<file path="src/design/srr_pkg.sv">
// Shared types and constants for the selective repeat receiver.
package srr_pkg;

  // Internal width of sequence numbers and the receive base
  localparam int BASE_W = 32;

  // Configuration register indexes
  localparam logic [7:0] CFG_WINDOW_SIZE    = 8'd0;
  localparam logic [7:0] CFG_SESSION_LENGTH = 8'd1;

  // Configuration register set
  typedef struct packed {
    logic [6:0]  window_size;
    logic [30:0] session_length;
  } cfg_t;

  // One classified message between front and back
  typedef struct packed {
    logic signed [BASE_W-1:0] seq;
    logic                     neg;
  } item_t;

endpackage

</file>
<file path="src/design/selective_repeat_receiver.sv">
// Selective repeat receiver top level: config registers, front, queue and back.
//
// Usage: each beat on the s_axis channel carries the sequence number of an
// arriving message; every accepted beat yields exactly one beat on m_axis
// with the cumulative ack (tdata) and the session-done flag (tuser).
// The cfg channel writes window_size (index 0) and session_length (index 1);
// it is always ready; the user must write it only while the block is idle,
// the block itself does not enforce this. The input stage registers each
// beat and the queue holds it; the engine then goes from idle to the emit
// state for an out-of-order or ignored number, and through the slide state
// for an in-order number that slides the base; the slide walks the received
// bitmap one ring entry per cycle. The engine takes no new number until it
// has loaded the ack for the last one. Reset clears the base to -1, the
// bitmap, both registers to 1 and all valid flags. When m_axis stalls, the
// held ack stays put, the engine waits, and the queue and input stage fill
// before s_axis_tready drops.
module selective_repeat_receiver
  import srr_pkg::*;
#(
  parameter int WINDOW_MAX = 64,
  parameter int SEQ_WIDTH  = 32
) (
  input  logic                              clk,
  input  logic                              rst,
  input  logic                              s_axis_tvalid,
  output logic                              s_axis_tready,
  input  logic [((SEQ_WIDTH + 7) / 8)*8-1:0] s_axis_tdata,   // rcv_seq
  output logic                              m_axis_tvalid,
  input  logic                              m_axis_tready,
  output logic [((SEQ_WIDTH + 7) / 8)*8-1:0] m_axis_tdata,   // ack_seq
  output logic                              m_axis_tuser,   // session_done
  input  logic                              cfg_valid,
  output logic                              cfg_ready,
  input  logic [7:0]                        cfg_index,
  input  logic [31:0]                       cfg_data
);

  localparam int DATA_W = ((SEQ_WIDTH + 7) / 8) * 8;

  cfg_t  cfg;
  logic  f_valid;
  logic  f_ready;
  item_t f_item;
  logic  q_valid;
  logic  q_ready;
  item_t q_item;

  // Configuration registers
  assign cfg_ready = 1'b1;

  always_ff @(posedge clk) begin
    if (rst) begin
      cfg.window_size    <= 7'd1;
      cfg.session_length <= 31'd1;
    end else if (cfg_valid && cfg_ready) begin
      case (cfg_index)
        CFG_WINDOW_SIZE:    cfg.window_size    <= cfg_data[6:0];
        CFG_SESSION_LENGTH: cfg.session_length <= cfg_data[30:0];
        default:            ;
      endcase
    end
  end

  srr_front #(
    .SEQ_WIDTH (SEQ_WIDTH),
    .IN_W      (DATA_W)
  ) u_front (
    .clk           (clk),
    .rst           (rst),
    .s_axis_tvalid (s_axis_tvalid),
    .s_axis_tready (s_axis_tready),
    .s_axis_tdata  (s_axis_tdata),
    .item_valid    (f_valid),
    .item_ready    (f_ready),
    .item          (f_item)
  );

  srr_queue u_queue (
    .clk       (clk),
    .rst       (rst),
    .in_valid  (f_valid),
    .in_ready  (f_ready),
    .in_item   (f_item),
    .out_valid (q_valid),
    .out_ready (q_ready),
    .out_item  (q_item)
  );

  srr_back #(
    .WINDOW_MAX (WINDOW_MAX),
    .SEQ_WIDTH  (SEQ_WIDTH),
    .OUT_W      (DATA_W)
  ) u_back (
    .clk           (clk),
    .rst           (rst),
    .cfg           (cfg),
    .item_valid    (q_valid),
    .item_ready    (q_ready),
    .item          (q_item),
    .m_axis_tvalid (m_axis_tvalid),
    .m_axis_tready (m_axis_tready),
    .m_axis_tdata  (m_axis_tdata),
    .m_axis_tuser  (m_axis_tuser)
  );

endmodule

</file>
<file path="src/design/srr_front.sv">
// Input stage: takes message beats, sign-extends and classifies the sequence number.
module srr_front
  import srr_pkg::*;
#(
  parameter int SEQ_WIDTH = 32,
  parameter int IN_W      = 32
) (
  input  logic            clk,
  input  logic            rst,
  input  logic            s_axis_tvalid,
  output logic            s_axis_tready,
  input  logic [IN_W-1:0] s_axis_tdata,   // [SEQ_WIDTH-1:0] rcv_seq, rest zero
  output logic            item_valid,
  input  logic            item_ready,
  output item_t           item
);

  logic signed [SEQ_WIDTH-1:0] seq_raw;
  logic signed [BASE_W-1:0]    seq_ext;

  // Sign extension to the internal width
  assign seq_raw = $signed(s_axis_tdata[SEQ_WIDTH-1:0]);
  assign seq_ext = BASE_W'(seq_raw);

  // Single holding stage
  assign s_axis_tready = !item_valid || item_ready;

  always_ff @(posedge clk) begin
    if (rst) begin
      item_valid <= 1'b0;
    end else if (s_axis_tready) begin
      item_valid <= s_axis_tvalid;
    end
    if (s_axis_tvalid && s_axis_tready) begin
      item.seq <= seq_ext;
      item.neg <= seq_ext[BASE_W-1];
    end
  end

endmodule

</file>
<file path="src/design/srr_queue.sv">
// Two-entry queue between the front and back parts.
module srr_queue
  import srr_pkg::*;
(
  input  logic  clk,
  input  logic  rst,
  input  logic  in_valid,
  output logic  in_ready,
  input  item_t in_item,
  output logic  out_valid,
  input  logic  out_ready,
  output item_t out_item
);

  item_t       slots [2];
  logic        wr_ptr;
  logic        rd_ptr;
  logic [1:0]  count;
  logic        push;
  logic        pop;

  assign in_ready  = (count != 2'd2);
  assign out_valid = (count != 2'd0);
  assign out_item  = slots[rd_ptr];
  assign push      = in_valid && in_ready;
  assign pop       = out_valid && out_ready;

  always_ff @(posedge clk) begin
    if (rst) begin
      wr_ptr <= 1'b0;
      rd_ptr <= 1'b0;
      count  <= 2'd0;
    end else begin
      if (push) wr_ptr <= !wr_ptr;
      if (pop)  rd_ptr <= !rd_ptr;
      case ({push, pop})
        2'b10:   count <= count + 2'd1;
        2'b01:   count <= count - 2'd1;
        default: count <= count;
      endcase
    end
    if (push) begin
      slots[wr_ptr] <= in_item;
    end
  end

endmodule

</file>
<file path="src/design/srr_back.sv">
// Window engine: marks received numbers, slides the base, holds the ack beat.
module srr_back
  import srr_pkg::*;
#(
  parameter int WINDOW_MAX = 64,
  parameter int SEQ_WIDTH  = 32,
  parameter int OUT_W      = 32
) (
  input  logic             clk,
  input  logic             rst,
  input  cfg_t             cfg,
  input  logic             item_valid,
  output logic             item_ready,
  input  item_t            item,
  output logic             m_axis_tvalid,
  input  logic             m_axis_tready,
  output logic [OUT_W-1:0] m_axis_tdata,  // [SEQ_WIDTH-1:0] ack_seq, rest zero
  output logic             m_axis_tuser   // session_done
);

  localparam int IW = (WINDOW_MAX > 1) ? $clog2(WINDOW_MAX) : 1;

  typedef enum logic [1:0] {S_IDLE, S_SLIDE, S_EMIT} state_t;

  state_t                   state;
  logic signed [BASE_W-1:0] base;
  logic [IW-1:0]            head;      // ring position of base + 1
  logic [WINDOW_MAX-1:0]    rmap;
  logic [SEQ_WIDTH-1:0]     ack;

  logic signed [BASE_W:0]   base_x;
  logic signed [BASE_W:0]   base1;
  logic signed [BASE_W:0]   len_x;
  logic signed [BASE_W:0]   w_x;
  logic signed [BASE_W:0]   win_end;
  logic signed [BASE_W:0]   seq_x;
  logic signed [BASE_W:0]   off_full;
  logic [IW:0]              pos_sum;
  logic [IW-1:0]            mark_pos;
  logic [IW-1:0]            head_inc;
  logic                     in_win;
  logic                     in_order;
  logic                     can_step;
  logic                     done_now;
  logic                     out_free;

  // Window arithmetic on sign-extended values
  always_comb begin
    base_x  = {base[BASE_W-1], base};
    base1   = base_x + 33'sd1;
    len_x   = $signed({2'b00, cfg.session_length});
    w_x     = $signed({26'd0, cfg.window_size});
    if (w_x > $signed(33'(WINDOW_MAX))) w_x = $signed(33'(WINDOW_MAX));
    win_end = base1 + w_x;
    if (win_end > len_x) win_end = len_x;
    seq_x    = {item.seq[BASE_W-1], item.seq};
    in_win   = !item.neg && (seq_x > base_x) && (seq_x < win_end);
    in_order = (seq_x == base1);
    // Offset from base + 1 stays below the window, so one wrap suffices
    off_full = seq_x - base1;
    pos_sum  = {1'b0, head} + {1'b0, off_full[IW-1:0]};
    if (pos_sum >= (IW+1)'(WINDOW_MAX)) pos_sum = pos_sum - (IW+1)'(WINDOW_MAX);
    mark_pos = pos_sum[IW-1:0];
    head_inc = (head == IW'(WINDOW_MAX - 1)) ? '0 : head + IW'(1);
    can_step = (base1 < len_x) && rmap[head];
    done_now = (base_x >= (len_x - 33'sd1));
    out_free = !m_axis_tvalid || m_axis_tready;
  end

  assign item_ready   = (state == S_IDLE);
  assign m_axis_tdata = OUT_W'(ack);

  // Sequencer, bitmap and output register
  always_ff @(posedge clk) begin
    if (rst) begin
      state         <= S_IDLE;
      base          <= '1;
      head          <= '0;
      rmap          <= '0;
      m_axis_tvalid <= 1'b0;
    end else begin
      // Beat taken: drop valid unless the emit state reloads it
      if (m_axis_tvalid && m_axis_tready && (state != S_EMIT)) m_axis_tvalid <= 1'b0;
      case (state)
        S_IDLE: begin
          if (item_valid) begin
            if (in_win) rmap[mark_pos] <= 1'b1;
            state <= in_order ? S_SLIDE : S_EMIT;
          end
        end
        S_SLIDE: begin
          // One ring entry per cycle
          if (can_step) begin
            rmap[head] <= 1'b0;
            base       <= base + BASE_W'(1);
            head       <= head_inc;
          end else begin
            state <= S_EMIT;
          end
        end
        S_EMIT: begin
          if (out_free) begin
            m_axis_tvalid <= 1'b1;
            ack           <= base[SEQ_WIDTH-1:0];
            m_axis_tuser  <= done_now;
            state         <= S_IDLE;
          end
        end
        default: state <= S_IDLE;
      endcase
    end
  end

endmodule
</file>
<file path="config.mk">
export PLATFORM = sky130hd
export DESIGN_NAME = selective_repeat_receiver
export DESIGN_NICKNAME = d
export VERILOG_FILES = /design/src/design/srr_pkg.sv /design/src/design/selective_repeat_receiver.sv /design/src/design/srr_front.sv /design/src/design/srr_queue.sv /design/src/design/srr_back.sv
export SDC_FILE = /design/constraint.sdc
export NUM_CORES = 1
export LEC_CHECK = 0
export BUFFER_PORTS_ARGS = -buffer_cell sky130_fd_sc_hd__buf_2
export CAP_MARGIN = 20
export CORE_MARGIN = 4
export CORE_UTILIZATION = 58
export DETAILED_ROUTE_END_ITERATION = 8
export PLACE_DENSITY_LB_ADDON = 0.12
export SLEW_MARGIN = 20
export SYNTH_ARGS = -nofsm -noshare
export SYNTH_HDL_FRONTEND = slang
export SYNTH_SLANG_ARGS = --single-unit
</file>
<file path="constraint.sdc">
create_clock -name clk -period 20.5 [get_ports clk]
set_input_delay 1.025 -clock clk [delete_from_list [all_inputs] [get_ports clk]]
set_output_delay 1.025 -clock clk [all_outputs]
set_load 0.02 [all_outputs]
</file>
==> impl_summary.md, run 1 <==
Floorplan
The number of rows created at floorplan is between 60 and 70. The die outline area is between 30000 and 40000 sq um. Once the floorplan was initialized, standard cells occupied approximately three fifths of the core. The area inside the core boundary is slightly below 30000 sq um. In this run the vertical extent of the chip is between 150 and 200 um. The die is between 150 and 200 um wide. The total I/O pin count is approximately 110.

Critical path
In this run the worst path has a maximum fanout of 32. The startpoint-to-endpoint class of the critical path is reg -> reg. At the worst endpoint, the required time is ~21 ns. The critical path contains buffers and inverters numbering 3 combined. STA classifies the critical path startpoint as a flip-flop. The cell occurring most often along the worst timing path is sky130_fd_sc_hd__ha_1. The source of the worst register-to-register timing path is u_back.base[0].

The cell with the biggest individual delay on the critical path is sky130_fd_sc_hd__dfxtp_1. The delay of the slowest cell on the worst path is 0.58 ns. The endpoint of the lowest-slack register-to-register path is u_back.rmap[39]. The worst reg2reg path depth is 35. In this run the register-to-register setup slack is about 10 ns. STA classifies the critical path endpoint as a flip-flop. The critical path arrival is 10.74 ns. The family with the most delay on the worst path is compound AO/OA/AOI/OAI gates.

CTS
The number of buffers inserted during clock tree synthesis is 29. TritonCTS built the clock tree. The number of clock sinks seen by CTS is 278.

The clock transition at the registers of the reported paths is around 0.06 ns. CTS built an H-tree with a depth of 1. The number of gates resized after CTS is 0. In this run the deepest clock path goes through 3 buffers. The number of hold buffers added after CTS is 0. Buffers added to address setup during post-CTS repair amount to 0.

At the later pin of the worst-skew pair, clock insertion delay measures 0.58 ns. The cell sitting at the root of the clock tree is a sky130_fd_sc_hd__clkbuf_16.

Cells and area
The post-route netlist has between 10 and 15% of its cells at a drive strength greater than 1. Relative to the synthesized area, the layout overhead comes to 10.29%. The antenna diode count is 0.

The number of fillers in the final layout is 2466. In the layout the commonest cells are sky130_fd_sc_hd__ha_1, sky130_fd_sc_hd__nand2_1, sky130_fd_sc_hd__dfxtp_1. At the end of the flow, the number of nets in the layout was roughly 2200. The library cell used most frequently in the layout, excluding fill and tap cells, is sky130_fd_sc_hd__ha_1. Once layout is done, the placed cells without fillers occupy 19450 sq um.

Detailed routing
The number of design rule violations left after detail routing is 0. In the final routed layout, each cell accounts on average for 21.04 um. The remaining antenna violation count after routing is 0. For this block, the initial DRC count from the detailed router was approximately 1300.

The number of vias in the routed layout is approximately 14000. The routed wire length is slightly below 50000 um. For this run, the detailed router's first-pass iteration total came to 6.

The via count normalized by instance count is ~6.2.

Timing
After layout, the worst path uses approximately half of the clock period. Summed over all failing endpoints, the final setup total negative slack is 0 ns. Setup repair after global routing left no endpoint under its margin.

The number of failing hold endpoints at the final stage is 0. The smallest hold slack is between 0.4 and 0.5 ns. The worst clock skew on the final layout is just under 0.03 ns. The count of final setup violators is 0.

For this run, the top clock speed supported by timing is between 90 and 100 MHz. For the finished layout, the period the worst path requires is approximately 10 ns. The count of pins over their slew limit came to 0. The pin slew with the least headroom to its limit is about 0.9 ns.

Headroom to the max-slew limit came out at 38.59%.

Yosys
Yosys mapped a number of flops with a built-in enable equal to approximately 130. The register bit count reported by yosys is roughly 280. The net count of the mapped netlist is ~2100. The mapped netlist covers 17640 sq um. The synthesized area per cell is about 9.7 sq um. The share of the Yosys chip area taken by registers is 38.87%. The primary flip-flop cell chosen by synthesis mapping is sky130_fd_sc_hd__dfxtp_1. During synthesis, Yosys emitted a total of 0 warnings. The share of async-settable or async-resettable flops after synthesis is 0%. The distinct cell type count after synthesis is between 80 and 90.

Synthesis produced roughly 1800 cells.

Global routing
The number of global-route vias before repair is between 10000 and 15000. The initial antenna violation count is 0. The combined global-route utilization of all metal layers is between 20 and 30%. Entering global routing, the biggest net connects 68 pins.

The wire length of the first global-routing pass is 77390 um. After global routing the overflow that remains totals 0.

Place
The count of input and output buffers is 110. After detailed placement, the total cell area comes to around 18000 sq um. Summed over all nets, the half-perimeter wirelength after detailed placement is approximately 37000 um. The placer's final routability congestion estimate is 0.9724.

Hold path
The tightest min-delay check is of the reg -> reg type. The path with the worst hold slack has its endpoint at u_queue.slots[1][25]. The number of cells on the worst hold path is 0. The startpoint of the lowest-slack hold path is u_front.item[25].

Flow run
The max-capacitance violation count is 0.

Power and ir drop
In this run the power density over the cells is 80.86 nW/um^2. Summed over all cells, the static leakage comes to approximately 7.7 nW. VDD sags by at most 0.09400 mV.

Run status
The run finished with clean final reports.
==> final cells by class <==
class,count,area (sq um),area share [%]
tap,390,488.0,2.508
clock buffer,41,819.5,4.213
clock inverter,13,163.9,0.8425
multi-input combinational,1372,10020,51.52
inverter,111,416.7,2.142
sequential,278,6857,35.25
timing repair buffer,128,685.7,3.525
==> cells by family (layout without fill, tap and decap cells) <==
kind of cell | after synthesis | in the layout | share of synthesized area, %
XOR/XNOR | 142 | 142 | 7.051
multiplexers | 91 | 91 | 6.001
other | 1 | 1 | 0.02126
AO/OA/AOI/OAI | 382 | 382 | 14.10
AND/OR/NAND/NOR | 574 | 574 | 16.53
buffers and inverters | 175 | 293 | 4.391
flip-flops | 278 | 278 | 38.87
adder cells (fa/ha/maj) | 182 | 182 | 13.04
==> sequential cells by signal, indices dropped and copies added, names as in the netlist, named ones only <==
| signal | cells |
|---|---|
| u_front.item | 32 |
| u_queue.rd_ptr | 1 |
| u_back.base | 32 |
| u_queue.slots | 64 |
| u_back.m_axis_tvalid | 1 |
| u_queue.wr_ptr | 1 |
| cfg | 38 |
| u_back.m_axis_tuser | 1 |
| u_back.state | 2 |
| u_back.head | 6 |
| u_queue.count | 2 |
| u_back.rmap | 64 |
| u_front.item_valid | 1 |
| u_back.m_axis_tdata | 32 |
==> through the flow <==
| stage | utilization, % | worst slack (ns) | power, mW | cells |
|---|---|---|---|---|
| after global routing | 65.29 | 9.547 | 1.645 | 2333 |
| after floorplan | - | 12.99 | 0.9190 | 1825 |
| after CTS | 65.29 | 10.47 | 1.576 | 2333 |
| final | 65.29 | 10.22 | 1.573 | 2333 |
| after global placement | 61.99 | 10.80 | 1.027 | 2279 |
| after detailed placement | 61.99 | 10.53 | 1.033 | 2279 |
==> power breakdown <==
part / leakage (nW) / total [mW] / switching, mW / internal, mW
Combinational: 4.93 / 0.409 / 0.266 / 0.143
Sequential: 2.30 / 0.625 / 0.0125 / 0.612
Clock: 0.473 / 0.539 / 0.221 / 0.318
==> Yosys cell counts, types with 5 or more instances <==
library cell / instances / area, sq um
sky130_fd_sc_hd__o31ai_1: 29 / 217.7
sky130_fd_sc_hd__nand3_1: 59 / 295.3
sky130_fd_sc_hd__nor4_1: 22 / 137.6
sky130_fd_sc_hd__nand4_1: 55 / 344.1
sky130_fd_sc_hd__ha_1: 179 / 2240
sky130_fd_sc_hd__o21ai_0: 89 / 445.4
sky130_fd_sc_hd__nand2b_1: 14 / 87.58
sky130_fd_sc_hd__edfxtp_1: 129 / 3874
sky130_fd_sc_hd__mux2i_1: 45 / 450.4
sky130_fd_sc_hd__and2_1: 10 / 62.56
sky130_fd_sc_hd__nand2_1: 175 / 656.9
sky130_fd_sc_hd__a21oi_1: 86 / 430.4
sky130_fd_sc_hd__o22ai_1: 6 / 37.54
sky130_fd_sc_hd__a21o_1: 39 / 292.8
sky130_fd_sc_hd__nor4bb_1: 5 / 50.05
sky130_fd_sc_hd__dfxtp_1: 149 / 2983
sky130_fd_sc_hd__o211ai_1: 64 / 480.5
sky130_fd_sc_hd__mux4_2: 8 / 180.2
sky130_fd_sc_hd__nor2_1: 110 / 412.9
sky130_fd_sc_hd__buf_6: 8 / 90.09
sky130_fd_sc_hd__nor3_1: 34 / 170.2
sky130_fd_sc_hd__nor2b_1: 19 / 118.9
sky130_fd_sc_hd__or4_1: 9 / 67.56
sky130_fd_sc_hd__clkbuf_1: 34 / 127.6
sky130_fd_sc_hd__buf_2: 7 / 35.03
sky130_fd_sc_hd__buf_1: 5 / 18.77
sky130_fd_sc_hd__xnor2_1: 125 / 1095
sky130_fd_sc_hd__nor4b_1: 5 / 43.79
sky130_fd_sc_hd__mux2_2: 38 / 427.9
sky130_fd_sc_hd__a221oi_1: 7 / 61.31
sky130_fd_sc_hd__a211oi_1: 11 / 82.58
sky130_fd_sc_hd__buf_4: 6 / 45.04
sky130_fd_sc_hd__xor2_1: 17 / 148.9
sky130_fd_sc_hd__and3_1: 12 / 75.07
sky130_fd_sc_hd__o21a_1: 8 / 60.06
sky130_fd_sc_hd__and4_1: 8 / 70.07
sky130_fd_sc_hd__inv_1: 108 / 405.4
sky130_fd_sc_hd__or3_1: 10 / 62.56
==> how the worst max path moves through the flow <==
stage                     cells after the start      startpoint               to
after floorplan                              38  u_back.base[0]  u_back.rmap[32]
final                                        35  u_back.base[0]  u_back.rmap[39]
after global placement                       35  u_back.base[0]  u_back.rmap[39]
after global routing                         35  u_back.base[0]  u_back.rmap[38]
after CTS                                    35  u_back.base[0]  u_back.rmap[38]
after detailed placement                     35  u_back.base[0]  u_back.rmap[39]
==> layer usage <==
metal | GRT usage [%] | vias up | part of all wire (%)
met2 | 45.78 | 610 | 44
li1 | - | 6910 | -
met1 | 42.46 | 6747 | 45
met3 | 4.784 | 83 | 8.8
met5 | 0 | - | 0
met4 | 7.715 | 0 | 2.6
No activity file was read; power rests on OpenSTA's default activity.
==> run 2: changes to the inputs <==
- clock period: 20.5 -> 9.6 ns (I/O delays scaled with it)
==> run 2 against run 1 <==
- sequential share of layout area shrank 0.21 points
- worst hold slack got worse by 0.35 ns
- cell count up 0.39%
- first-iteration DRC count is 1.7% lower
- die area did not move
- critical path depth is 1 lower
- routed wire length up 0.78%
- design area rose by 0.59%
- global-route usage about the same
- sequential cell count unchanged
- combinational power grew 110%
- setup slack got worse by 9.3 ns
- critical endpoint is now u_back.rmap[7]
==> impl_summary.md, run 2 (synthesis gave the netlist of run 1 again) <==
Critical path
The endpoint of the lowest-slack register-to-register path is u_back.rmap[7]. The startpoint identified for the worst register-to-register timing path is u_back.base[0]. The slack of the worst reg-to-reg path is 0.93 ns. The startpoint type of the worst setup path is a flip-flop.

The type of destination of the critical path is a flip-flop. At the worst endpoint, the arrival time is about 9.1 ns. The delay of the slowest cell on the worst path is around 0.56 ns. The most numerous cell type found on the critical path is sky130_fd_sc_hd__ha_1. On the critical path, the stage with the largest delay is an instance of sky130_fd_sc_hd__dfxtp_1.

The critical path in this run is classified as reg -> reg. The worst reg2reg path depth is 34. Data on the critical path is required at its endpoint by just over 10 ns. The maximum net fanout on the critical path is 32.

Timing
The worst clock skew on the final layout is roughly 0.026 ns. Setup repair after global routing left no endpoint under its margin. Counting I/O delays and the setup requirement, the final critical path takes between 8 and 9 ns. Of the available clock period, the critical path in the final layout requires between 90% and 100%.

The number of failing hold endpoints at the final stage is 0. Adding up every negative setup slack in the final design gives 0 ns. The count of final setup violators is 0. The final worst setup slack is 0.9330 ns. Measured against its own limit, the worst slew margin works out to a little over two fifths. The count of pins over their slew limit is 0.

The timing-limited maximum frequency is between 100 and 150 MHz. The pin slew with the least headroom to its limit is 0.8450 ns.

Power and ir drop
The power density of the placed cells is 172.5 nW/um^2. The clock network burns approximately a third of the power. In this run the power spent charging and discharging nets is between 1 and 1.5 mW. The sequential power share is between 30% and 40%.

The internal cell power is roughly 2.3 mW. The leakage power total is approximately 7.8 nW. The fraction of power spent switching nets is approximately 33%. The combinational share of power is a little over a quarter.

The maximum resistive drop on vdd is 0.1832 mV.

Detailed routing
The final route contains around 14000 vias. After detailed routing, the number of remaining DRC violations is 0. The wire length per cell after detailed routing is between 20 and 25 um. The total iterations of the first detailed-routing run is 6.

After detailed routing, the total wire length is about 49000 um. After the first detailed-routing iteration, the DRC count stood at between 1000 and 1500. The via count normalized by instance count is 6.165. The remaining antenna violation count after routing is 0.

Cells and area
The antenna diode count is 0. The share of final-layout standard cells stronger than drive strength 1 is between 10% and 20%. At the end of the flow, the number of nets in the layout was between 2000 and 2500. In the final layout, the registers with the most flip-flops are u_back.rmap (64), u_queue.slots (64), cfg (38). The library cell used most frequently in the layout, excluding fill and tap cells, is sky130_fd_sc_hd__ha_1. Compared with the post-synthesis result, the final layout area differs by 10.94%.

In the layout the commonest cells are sky130_fd_sc_hd__ha_1, sky130_fd_sc_hd__nand2_1, sky130_fd_sc_hd__dfxtp_1.

Global routing
The routing usage on met3 is under 10%. In the global route stage, met2 resource usage came out at between 40% and 50%. Entering global routing, the biggest net connects 69 pins. The first global-routing pass estimated roughly 77000 um of wire. After global routing, the most crowded layer is met2.

Global routing finished with a remaining overflow of 0. The global routing usage on met1 is approximately 43%. Global routing consumed, over all layers together, roughly 30% of the routing resources. The number of global-route vias before repair was between 10000 and 15000. The initial antenna violation count is 0.

Flow run
Max-cap violations in this run came to 0.

CTS
The number of buffers inserted during clock tree synthesis is 29. TritonCTS built the clock tree. The later pin in the worst-skew pair is clocked with a latency of a little under 0.6 ns. Clock tree synthesis selected as its root buffer the cell sky130_fd_sc_hd__clkbuf_16. The clock transition at the registers of the reported paths is approximately 0.070 ns.

The maximum buffer depth of the clock tree is 3. The number of clock sinks seen by CTS is 278. In this run the number of H-tree levels came out at 1.

Floorplan
Row generation in the floorplan step produced 63 rows. For this design the top-level I/O count stands at roughly 110. The floorplan step defined a die boundary enclosing about 33000 sq um. Measured along the x axis, the die boundary spans approximately 180 um. The die span in y is between 150 and 200 um.

The area inside the core boundary is ~30000 sq um. The initial core utilization is 59.20%.

Hold path
The kind of path behind the tightest hold check is in -> reg. Counting instances, the worst hold path has a depth of 1. For hold timing, the worst endpoint is u_front.item[10].

The startpoint identified for the worst hold timing path is s_axis_tdata[9].

Place
At the placement stage, the worst setup path has a slack of 0.6240 ns. After legalization and detailed placement, the total HPWL measured approximately 37000 um. During placement, the flow inserted port buffers numbering 110. The placer's final routability congestion estimate is approximately 0.95.

Run status
The flow ran to the end, and the final reports show no timing, DRC or antenna violations.
-- run 2: repair_timing --
| action | in CTS | in global routing |
|---|---|---|
| buffers inserted | 0 | 0 |
| setup endpoints to repair | 0 | 62 |
| hold buffers | 0 | 0 |
| resized for setup | 0 | 4 |
-- run 2: final cells by class --
class                   instances  area, sq um
clock buffers                  32        779.5
clock inverters                22        221.5
fillers                      2457        10230
inverters                     111        416.7
multi-input cells            1372        10040
flip-flops and latches        278         6857
well taps                     390        488.0
repair buffers                137        765.7
-- run 2: layer usage --
| metal | vias to the layer above | wire [um] |
|---|---|---|
| li1 | 6933 | - |
| met4 | 0 | 1695 |
| met2 | 596 | 21390 |
| met3 | 114 | 4252 |
| met1 | 6795 | 22130 |
| met5 | - | 0 |
-- run 2: metrics by stage --
stage	utilization [%]	hold slack (ns)	std cells	cell area [sq um]	power [mW]
after floorplan	-	0.4215	1825	17640	1.962
after global placement	62.26	0.4238	2288	18550	2.192
after detailed placement	62.26	0.4306	2288	18550	2.212
after CTS	65.62	0.06798	2342	19550	3.383
after global routing	65.68	0.06767	2342	19570	3.534
final	65.68	0.08982	2342	19570	3.375
-- run 2: power by group through the flow --
stage               clock network (mW)  registers [mW]  logic [mW]
floorplan                            0            1.36       0.606
global placement                     0            1.35       0.837
detailed placement                   0            1.36       0.855
CTS                               1.19            1.33       0.863
global route                      1.24            1.34       0.955
finish                            1.17            1.33       0.877
-- run 2: worst max-delay path: cells and delay by family, from the launching register on --
kind / cells / cell delay (ns)
and+or+nand+nor: 11 / 2.31
muxes: 2 / 0.41
buffers and inverters: 2 / 0.36
DFF: 1 / 0.56
xor gates and xnor gates: 2 / 0.53
adders and majority gates: 4 / 1.26
AOI/OAI and AO/OA: 13 / 3.07
-- run 2: how the worst max path moves through the flow --
| stage | cells past startpoint | to | slack (ns) | from |
|---|---|---|---|---|
| detailed placement | 36 | u_back.rmap[23] | 0.62 | u_back.base[0] |
| finish | 34 | u_back.rmap[7] | 0.93 | u_back.base[0] |
| CTS | 36 | u_back.rmap[7] | 0.60 | u_back.base[0] |
| global placement | 37 | u_back.rmap[39] | 0.92 | u_back.base[0] |
| global route | 33 | u_back.rmap[62] | 0.12 | u_back.base[0] |
| floorplan | 38 | u_back.rmap[32] | 2.09 | u_back.base[0] |
==> run 3: changes to the inputs <==
- CTS_BUF_LIST: unset -> sky130_fd_sc_hd__clkbuf_16
==> run 3 against run 2 <==
- setup slack lost 0.0031 ns
- critical endpoint is now u_back.rmap[23]
- clock skew shrank 0.0035 ns
- core utilization is the same
- highest routed layer unchanged
- register-to-register slack is essentially flat
- die area is the same
- routed wire length grew 0.14%
- cell count is the same
- sequential power is essentially flat
- global-route usage is the same
- maximum frequency is essentially flat
==> impl_summary.md, run 3 (synthesis gave the netlist of run 1 again) <==
Global routing
The combined global-route utilization of all metal layers is around 29%. Global routing consumed, on the met3 layer, 5.382% of the routing resources. The layer flagged by global routing as most heavily used is met2. In the global route stage, met2 resource usage came out at between 40 and 50%. The pin count of the biggest net entering global routing is slightly below 70. The first global-routing pass estimated between 70000 and 80000 um of wire.

The number of global-route vias before repair is 13880. The global routing usage on met1 is roughly 43%. The initial antenna violation count is 0. The total overflow reported by the global router is 0.

Critical path
The cell occurring most often along the worst timing path is sky130_fd_sc_hd__ha_1. The delay of the slowest cell on the worst path is ~0.56 ns. The critical path ends at u_back.rmap[23]. The startpoint type of the worst setup path is a flip-flop. The start point of the critical path is u_back.base[0].

The maximum net fanout on the critical path is 32. The endpoint of the lowest-slack register-to-register path is u_back.rmap[23]. The setup check on the worst reg-to-reg path leaves a slack of ~0.93 ns.

The source of the worst register-to-register timing path is u_back.base[0]. On the critical path, the stage with the largest delay is an instance of sky130_fd_sc_hd__dfxtp_1. The critical path is of the reg -> reg type. The worst reg2reg path depth is 34. The data required time of the critical path is 10.07 ns. The worst setup path is captured at a flip-flop. The critical path arrival is 9.14 ns.

Detailed routing
Dividing the detail-routed via count by the number of cells gives around 6. After detailed routing, the average wire length per cell comes to between 20 and 25 um. The number of vias in the routed layout is ~14000.

The total iterations of the first detailed-routing run is 6. The first-iteration detailed-routing DRC count is ~1300. The detail route stage leaves a number of antenna-violating nets equal to 0.

Summed over all layers, the routed wires come to 49530 um. After detailed routing, the number of remaining DRC violations is 0.

Timing
Dividing the final minimum period by the clock period gives ~90%. The final worst setup slack is roughly 0.93 ns. Based on the critical path, the design can be clocked at up to between 100 and 150 MHz. Setup repair after global routing left no endpoint under its margin. Headroom to the max-slew limit came out at a little over two fifths.

The sum of negative setup slack is 0 ns. For the pin with the worst max-slew slack, the measured transition is between 0.8 and 0.9 ns. Setup violations remaining at the end of the flow were counted as 0. After layout, the minimum clock period comes to approximately 8.7 ns.

The number of failing hold endpoints at the final stage is 0. The worst clock skew on the final layout is between 0.02 and 0.025 ns. The count of pins over their slew limit was 0.

Power and ir drop
Summed over all cells, the static leakage comes to about 7.8 nW. The completed layout was analyzed and its total power is about 3.4 mW. Dividing total power by cell area gives a power density of between 150 and 200 nW/um^2. The maximum resistive drop on vdd is 0.1832 mV.

Cells and area
The most common cell after layout, fill and taps aside is sky130_fd_sc_hd__ha_1. The antenna diode count is 0. Cells with a size suffix above 1 make up a little over an eighth of the layout. In the final design database the tool counted between 2000 and 2500 nets. The largest registers in the layout are u_back.rmap (64), u_queue.slots (64), cfg (38).

In the layout the commonest cells are sky130_fd_sc_hd__ha_1, sky130_fd_sc_hd__nand2_1, sky130_fd_sc_hd__dfxtp_1. Relative to the synthesized area, the layout overhead comes to 10.94%.

CTS
The TritonCTS clock tree is yes. The count of buffers added by post-CTS timing repair for setup is 0. In this run, CTS created clock tree buffers numbering 29. The tree is rooted in a sky130_fd_sc_hd__clkbuf_16.

The clock passes through at most 3 buffers. Clock tree synthesis found a total of roughly 280 sinks. CTS built an H-tree with a depth of 1. Clock-pin slew was measured on the worst setup and hold paths at 0.07 ns.

For this design, the CTS-stage hold fixing added 0 buffers. The number of gates resized after CTS is 0. The insertion delay to the later sink of the worst-skew pair is 0.58 ns.

Place
The placer's final routability congestion estimate is between 0.9 and 1. The HPWL after detailed placement is 37500 um. The setup slack after placement is between 0.6 and 0.7 ns. The count of input and output buffers is 110.

Floorplan
In this run the standard cell core region covers 29800 sq um. The die outline width is about 180 um. For this design the top-level I/O count stands at 113. In this run the core area contains 63 standard-cell rows. Measured along the y axis, the die boundary spans roughly 180 um. The floorplan step defined a die boundary enclosing 33270 sq um. Once the floorplan was initialized, standard cells occupied between 50% and 60% of the core.

Hold path
The min-delay analysis places its worst path in the category in -> reg.

Flow run
The tool flagged a number of max-cap violations equal to 0.

Run status
The run finished with clean final reports.
## run 3: changes by cell type in the layout (fill, tap and decap cells not counted)
cell	before	now
sky130_fd_sc_hd__clkbuf_1	1	0
sky130_fd_sc_hd__inv_1	107	108
## run 3: routing by layer
layer / routed length, um / part of all wire [%] / vias up
li1: - / - / 6935
met1: 22200 / 45 / 6815
met2: 21500 / 43 / 606
met3: 4232 / 8.5 / 105
met4: 1594 / 3.2 / 0
met5: 0 / 0 / -
## run 3: stage by stage
stage	std cells	util, %	hold slack [ns]	instance area, sq um
after floorplan	1825	-	0.4215	17640
after CTS	2342	65.62	0.06798	19550
after global placement	2288	62.26	0.4238	18550
final	2342	65.68	0.08920	19570
after global routing	2342	65.68	0.06767	19570
after detailed placement	2288	62.26	0.4306	18550
## run 3: worst min-delay path by stage
stage                     cells after the start  slack, ns                    to        startpoint
final                                         1       0.09      u_front.item[10]   s_axis_tdata[9]
after global routing                          1       0.07      u_front.item[10]   s_axis_tdata[9]
after CTS                                     1       0.07      u_front.item[10]   s_axis_tdata[9]
after detailed placement                      0       0.43   u_queue.slots[0][3]   u_front.item[3]
after global placement                        0       0.42  u_queue.slots[0][16]  u_front.item[16]
after floorplan                               0       0.42   u_queue.slots[0][0]   u_front.item[0]
## run 3: report_power, final
| part | leakage (nW) | switching [mW] | internal [mW] | total (mW) |
|---|---|---|---|---|
| registers | 2.30 | 0.0253 | 1.31 | 1.33 |
| clock network | 0.488 | 0.511 | 0.653 | 1.16 |
| logic | 4.99 | 0.565 | 0.314 | 0.879 |
## run 3: final cells by class
cell class,instances,area (sq um)
Fill cell,2457,10230
Clock buffer,31,775.7
Multi-Input combinational cell,1372,10040
Sequential cell,278,6857
Inverter,111,416.7
Timing Repair Buffer,137,765.7
Tap cell,390,488.0
Clock inverter,23,225.2
## run 3: critical path, delay by kind of cell, from the launching register on
| kind | cells | cell delay [ns] |
|---|---|---|
| buffers and inverters | 2 | 0.36 |
| and+or+nand+nor | 11 | 2.30 |
| adders and majority gates | 4 | 1.26 |
| AOI/OAI and AO/OA | 13 | 3.08 |
| DFF | 1 | 0.56 |
| xor gates and xnor gates | 2 | 0.53 |
| muxes | 2 | 0.41 |
